--- config.mk ---
export PLATFORM = sky130hd
export DESIGN_NAME = e2r_cordic_lane
export DESIGN_NICKNAME = d
export VERILOG_FILES = /design/src/design/e2r_pkg.sv /design/src/design/e2r_cordic_lane.sv
export SDC_FILE = /design/constraint.sdc
export NUM_CORES = 2
export LEC_CHECK = 0
export BUFFER_PORTS_ARGS = -buffer_cell sky130_fd_sc_hd__clkbuf_2
export CORE_MARGIN = 10
export CORE_UTILIZATION = 66
export DETAILED_ROUTE_END_ITERATION = 10
export PLACE_DENSITY_LB_ADDON = 0.12
export SLEW_MARGIN = 30
export SYNTH_ARGS = -nofsm -noshare
export SYNTH_HDL_FRONTEND = slang
export SYNTH_SLANG_ARGS = --single-unit
--- constraint.sdc ---
create_clock -name i_clk -period 6.9 [get_ports i_clk]
set_input_delay 1.035 -clock i_clk [delete_from_list [all_inputs] [get_ports i_clk]]
set_output_delay 1.035 -clock i_clk [all_outputs]
set_load 0.005 [all_outputs]
--- src/design/e2r_pkg.sv ---
// ----------------------------------------------------------------------------
// e2r_pkg
// Shared constants, types and tables for the Euler angle to rotation basis
// block: CORDIC arctangent table, fixed-point widths and result types.
// ----------------------------------------------------------------------------
`default_nettype none

package e2r_pkg;

    // binary angle width, fraction bits of the results, CORDIC iterations
    localparam int ANGLE_BITS  = 16;
    localparam int FRAC_BITS   = 14;
    localparam int TRIG_STAGES = 16;

    // cordic datapath widths
    localparam int XY_W  = 35;
    localparam int Z_W   = 33;
    localparam int Q30_W = 32;
    localparam int PROD_W = 64;
    localparam int SUM_W = 34;
    localparam int TERM_W = 16;

    // lane registers: init, iterations, post; merge registers: five
    localparam int LANE_REGS  = TRIG_STAGES + 2;
    localparam int MERGE_REGS = 5;
    localparam int PIPE_REGS  = LANE_REGS + MERGE_REGS;

    localparam longint INV_GAIN_Q32 = 64'sd2608131496;
    localparam longint ONE_Q32      = 64'sd1 <<< 32;
    localparam longint PROD_BIAS    = 64'sd1 <<< 29;

    localparam int     OUT_SHIFT = 30 - FRAC_BITS;
    localparam longint OUT_BIAS  = (64'sd1 <<< OUT_SHIFT) >>> 1;
    localparam longint ONE_OUT   = 64'sd1 <<< FRAC_BITS;

    // arctan(2^-i) in units of 2^-32 turn
    localparam logic [31:0] ATAN_TURN [32] = '{
        32'h20000000, 32'h12E4051E, 32'h09FB385B, 32'h051111D4,
        32'h028B0D43, 32'h0145D7E1, 32'h00A2F61E, 32'h00517C55,
        32'h0028BE53, 32'h00145F2F, 32'h000A2F98, 32'h000517CC,
        32'h00028BE6, 32'h000145F3, 32'h0000A2FA, 32'h0000517D,
        32'h000028BE, 32'h0000145F, 32'h00000A30, 32'h00000518,
        32'h0000028C, 32'h00000146, 32'h000000A3, 32'h00000051,
        32'h00000029, 32'h00000014, 32'h0000000A, 32'h00000005,
        32'h00000003, 32'h00000001, 32'h00000001, 32'h00000000
    };

    typedef enum logic [1:0] {
        QUAD_0 = 2'd0,
        QUAD_1 = 2'd1,
        QUAD_2 = 2'd2,
        QUAD_3 = 2'd3
    } t_quad;

    typedef logic [15:0]               t_angle;
    typedef logic signed [Q30_W-1:0]   t_q30;
    typedef logic signed [PROD_W-1:0]  t_prod;
    typedef logic signed [SUM_W-1:0]   t_sum;
    typedef logic signed [TERM_W-1:0]  t_term;

    typedef struct packed {
        t_term i_x;
        t_term i_y;
        t_term i_z;
        t_term j_x;
        t_term j_y;
        t_term j_z;
        t_term k_x;
        t_term k_y;
        t_term k_z;
    } t_basis;

endpackage

`default_nettype wire

--- src/design/e2r_cordic_lane.sv ---
// ----------------------------------------------------------------------------
// e2r_cordic_lane
// Pipelined rotation-mode CORDIC for one binary angle: one register per
// iteration, then clamp, rounding to Q30 and quadrant mapping.
// ----------------------------------------------------------------------------
`default_nettype none

module e2r_cordic_lane (
    input  wire logic          i_clk,
    input  wire logic          i_en,
    input  e2r_pkg::t_angle    i_angle,
    output e2r_pkg::t_q30      o_cos,
    output e2r_pkg::t_q30      o_sin
);
    import e2r_pkg::*;

    logic signed [XY_W-1:0] r_x [TRIG_STAGES+1];
    logic signed [XY_W-1:0] r_y [TRIG_STAGES+1];
    logic signed [Z_W-1:0]  r_z [TRIG_STAGES+1];
    t_quad                  r_quad [TRIG_STAGES+1];

    logic signed [XY_W-1:0] n_x [TRIG_STAGES];
    logic signed [XY_W-1:0] n_y [TRIG_STAGES];
    logic signed [Z_W-1:0]  n_z [TRIG_STAGES];

    logic [31:0]            w_turn;
    logic signed [XY_W-1:0] w_xc;
    logic signed [XY_W-1:0] w_yc;
    t_q30                   w_c;
    t_q30                   w_s;
    t_q30                   n_cos;
    t_q30                   n_sin;
    t_q30                   r_cos;
    t_q30                   r_sin;

    // angle placed in the top bits of a 32-bit turn
    assign w_turn = 32'(i_angle) << (32 - ANGLE_BITS);

    always_comb begin
        for (int k = 0; k < TRIG_STAGES; k++) begin
            if (!r_z[k][Z_W-1]) begin
                n_x[k] = r_x[k] - (r_y[k] >>> k);
                n_y[k] = r_y[k] + (r_x[k] >>> k);
                n_z[k] = r_z[k] - Z_W'(ATAN_TURN[k]);
            end else begin
                n_x[k] = r_x[k] + (r_y[k] >>> k);
                n_y[k] = r_y[k] - (r_x[k] >>> k);
                n_z[k] = r_z[k] + Z_W'(ATAN_TURN[k]);
            end
        end
    end

    always_comb begin
        // clamp to +-1.0 at Q32
        if (r_x[TRIG_STAGES] > XY_W'(ONE_Q32)) begin
            w_xc = XY_W'(ONE_Q32);
        end else if (r_x[TRIG_STAGES] < -XY_W'(ONE_Q32)) begin
            w_xc = -XY_W'(ONE_Q32);
        end else begin
            w_xc = r_x[TRIG_STAGES];
        end
        if (r_y[TRIG_STAGES] > XY_W'(ONE_Q32)) begin
            w_yc = XY_W'(ONE_Q32);
        end else if (r_y[TRIG_STAGES] < -XY_W'(ONE_Q32)) begin
            w_yc = -XY_W'(ONE_Q32);
        end else begin
            w_yc = r_y[TRIG_STAGES];
        end
        w_c = Q30_W'((w_xc + XY_W'(2)) >>> 2);
        w_s = Q30_W'((w_yc + XY_W'(2)) >>> 2);
        case (r_quad[TRIG_STAGES])
            QUAD_0: begin
                n_cos = w_c;
                n_sin = w_s;
            end
            QUAD_1: begin
                n_cos = -w_s;
                n_sin = w_c;
            end
            QUAD_2: begin
                n_cos = -w_c;
                n_sin = -w_s;
            end
            default: begin
                n_cos = w_s;
                n_sin = -w_c;
            end
        endcase
    end

    always_ff @(posedge i_clk) begin
        if (i_en) begin
            r_x[0]    <= XY_W'(INV_GAIN_Q32);
            r_y[0]    <= '0;
            r_z[0]    <= Z_W'(w_turn[29:0]);
            r_quad[0] <= t_quad'(w_turn[31:30]);
            for (int k = 0; k < TRIG_STAGES; k++) begin
                r_x[k+1]    <= n_x[k];
                r_y[k+1]    <= n_y[k];
                r_z[k+1]    <= n_z[k];
                r_quad[k+1] <= r_quad[k];
            end
            r_cos <= n_cos;
            r_sin <= n_sin;
        end
    end

    assign o_cos = r_cos;
    assign o_sin = r_sin;

endmodule

`default_nettype wire

==> flow_metrics.env <==
export IMPL_status="completed"
export IMPL_drtIter0Drc=9110
export IMPL_grtUsageTotal_pct=30.7
export IMPL_die_w_um=453
export IMPL_timing_critical_path_arrival_ns=6.55
export IMPL_seq_area_mm2=0.0453
export IMPL_async_flop_share_pct=0
export IMPL_post_dp_cell_area_mm2=0.127
export IMPL_cts_root_buf="clkbuf_16"
export IMPL_synth_area_top_cells="edfxtp_1 37%, ha_1 13%, xnor2_1 8.6%"
export IMPL_synth_simple_area_share_pct=14.0
export IMPL_setup_tns_ns=0
export IMPL_die_h_um=453
export IMPL_vias=99900
export IMPL_synth_compound_area_share_pct=18.6
export IMPL_post_route_util_pct=71.4
export IMPL_end_kind="register"
export IMPL_report_final_slew_viol_count=0
export IMPL_grt_antenna_before_repair=5
export IMPL_worst_path_max_fanout=5
export IMPL_met1_usage_pct=39.7
export IMPL_synthesis_area_mm2=0.124
export IMPL_hold_path_startpoint="i_angle[6]"
export IMPL_antenna_cells=0
export IMPL_muxShareOfSynthArea_pct=1.43
export IMPL_startpoint="r_x[0][219]"
export IMPL_via_per_inst=6.41
export IMPL_fillers=13700
export IMPL_worstSetupPathType="register to register"
export IMPL_portBuffers=81
export IMPL_critPathSlowestCell="nor4_1"
export IMPL_final_cell_mix="1507 x edfxtp_1, 1384 x a21oi_1, 1336 x ha_1"
export IMPL_synth_xor_area_share_pct=13.0
export IMPL_max_freq_mhz=168
export IMPL_ys_warn_count=0
export IMPL_first_pass_iters=6
export IMPL_cts_buffer_depth=3
export IMPL_wl_per_cell_um=21.0
export IMPL_layout_area_overhead_vs_synth_pct=7.24
export IMPL_row_count=158
export IMPL_drc=0
export IMPL_start_util_pct=66.6
export IMPL_syn_avg_cell_area_um2=9.63
export IMPL_place_gp_congestion=0.984
export IMPL_final_nets=14400
export IMPL_syn_num_nets=14300
export IMPL_synth_top_area_share_pct=36.5
export IMPL_hold_slack_ns=0.361
export IMPL_rr_startpoint="r_x[0][219]"
export IMPL_multi_input_area_mm2=0.0758
export IMPL_cts_sinks=1507
export IMPL_cts_max_level=4
export IMPL_tightest_slew_ns=1.04
export IMPL_drive_gt1_share_pct=4.66
export IMPL_clock_latency_ns=0.86
export IMPL_cts_hold_buf=0
export IMPL_io_pins=82
export IMPL_final_common_cell="edfxtp_1"
export IMPL_routed_wirelength_um=328000
export IMPL_finalCriticalPeriod_ns=5.95
export IMPL_required_ns=7.50
export IMPL_coreArea_mm2=0.186
export IMPL_rsz0062_at_grt="false"
export IMPL_dieArea_mm2=0.205
export IMPL_hold_viol_final=0
export IMPL_critPathMaxStageDelay_ns=0.79
export IMPL_met2_usage_pct=51.9
export IMPL_fin_skew_ns=0.0465
export IMPL_design_area_mm2=0.133
export IMPL_grt_overflow=0
export IMPL_synth_edff_count=1507
export IMPL_drv_cap=0
export IMPL_grt_pass1_vias=95500
export IMPL_synth_flop_cell="edfxtp_1"
export IMPL_grt_busiest_layer="met2"
export IMPL_synth_cell_types=108
export IMPL_synth_fa_ha_area_share_pct=14.1
export IMPL_start_kind="register"
export IMPL_ant_nets=0
export IMPL_cts_resized=0
export IMPL_synth_seq_cells=1507
export IMPL_synth_top_area_cell="edfxtp_1"
export IMPL_path_clk_slew_ns=0.06
export IMPL_hpwlAfterDp_um=254000
export IMPL_use_met3_pct=3.96
export IMPL_grt_pass1_wl_um=514000
export IMPL_max_slew_margin_pct=30.8
export IMPL_synth_top_family_by_area="compound AO/OA/AOI/OAI gates"
export IMPL_cts_made_buffers=164
export IMPL_syn_inst=12900
export IMPL_cp_cell_sequence="or3_1 > or4_1 > nor4_1 > nand3b_1 > nor4_1 > nor2_1 > xnor2_1 > ha_1 > and2_1 > a221o_1 > o211ai_1 > o22ai_1 > a2111oi_0 > o21bai_1 > a21oi_1 > xnor2_1"
export IMPL_grt_max_degree=199
export IMPL_cts_tree="built"
export IMPL_finalCritPeriodShare_pct=86.2
export IMPL_hold_path_class="primary input to register"
export IMPL_cts_setup_buffers=0
export IMPL_setup_viol=0
export IMPL_ys_seq_area_share_pct=36.5
path summary, 6_finish.rpt:
| path | end | slack, ns | cells past startpoint |
|---|---|---|---|
| worst max-delay path | r_y[0][279] | 0.95 | 16 |
| worst min-delay path | r_z[0][22] | 0.36 | 1 |
| worst max register to register | r_y[0][279] | 0.95 | 16 |
| worst min register to register | r_quad[13][1] | 0.42 | 0 |
Yosys cell counts (22+ instances only):
cell type / count
a2111oi_0: 22
a211o_1: 28
a211oi_1: 123
a21boi_0: 55
a21o_1: 503
a21oi_1: 1384
a31oi_1: 143
and2_1: 105
and3_1: 124
and4_1: 33
buf_1: 45
clkbuf_1: 165
edfxtp_1: 1507
fa_1: 40
ha_1: 1336
inv_1: 549
mux2_2: 64
mux2i_1: 53
mux4_2: 23
nand2_1: 617
nand2b_1: 210
nand3_1: 237
nand3b_1: 26
nand4_1: 70
nor2_1: 1214
nor2b_1: 143
nor3_1: 389
nor3b_1: 41
nor4_1: 112
o211ai_1: 46
o21a_1: 219
o21ai_0: 557
o21ai_1: 23
o21bai_1: 186
o22ai_1: 25
o31a_1: 29
o31ai_1: 55
o41ai_1: 39
or2_2: 53
or3_1: 79
or4_1: 46
xnor2_1: 1220
xor2_1: 614
per-layer routing:
layer | up-vias | share of wire, %
li1 | 47800 | -
met1 | 47300 | 41
met2 | 3901 | 47
met3 | 843 | 6.7
met4 | 4 | 4.7
met5 | - | 0.0098
critical path: cells and delay by family (launching register included):
family          cells  cell delay [ns]
flops               1             0.47
fa+ha+maj           1             0.35
xor+xnor            2             0.25
simple gates        7             3.02
compound gates      6             1.59
area by class of cell:
cell class,instances,share of cell area (%)
Clock inverter,102,0.903
Clock buffer,197,3.21
Sequential cell,1507,34.1
Tap cell,2480,2.33
Inverter,554,1.56
Timing Repair Buffer,166,0.905
Multi-Input combinational cell,10600,57.0
flip-flops by register name, indices dropped and copies added, names as in the netlist:
name	cells
r_quad	34
o_cos	32
r_z	429
r_x	491
r_y	489
o_sin	32
cells by family (layout without fill, tap and decap cells):
group,Yosys count,in the layout
and+or+nand+nor,3561,3561
DFF,1507,1507
buffers and inverters,771,1019
adders and majority gates,1376,1376
AOI/OAI and AO/OA,3671,3671
xor gates and xnor gates,1836,1836
muxes,140,140
metrics by stage:
stage          setup slack [ns]  std cells
2_1_floorplan              1.26      12900
3_3_place_gp               1.11      15300
3_5_place_dp               1.14      15300
4_1_cts                    1.05      15600
5_1_grt                   0.628      15600
6_report                  0.952      15600
Power is left out: the tool's default activity adds up to more than one toggle a clock period on the data nets, which glitch-free logic cannot reach.
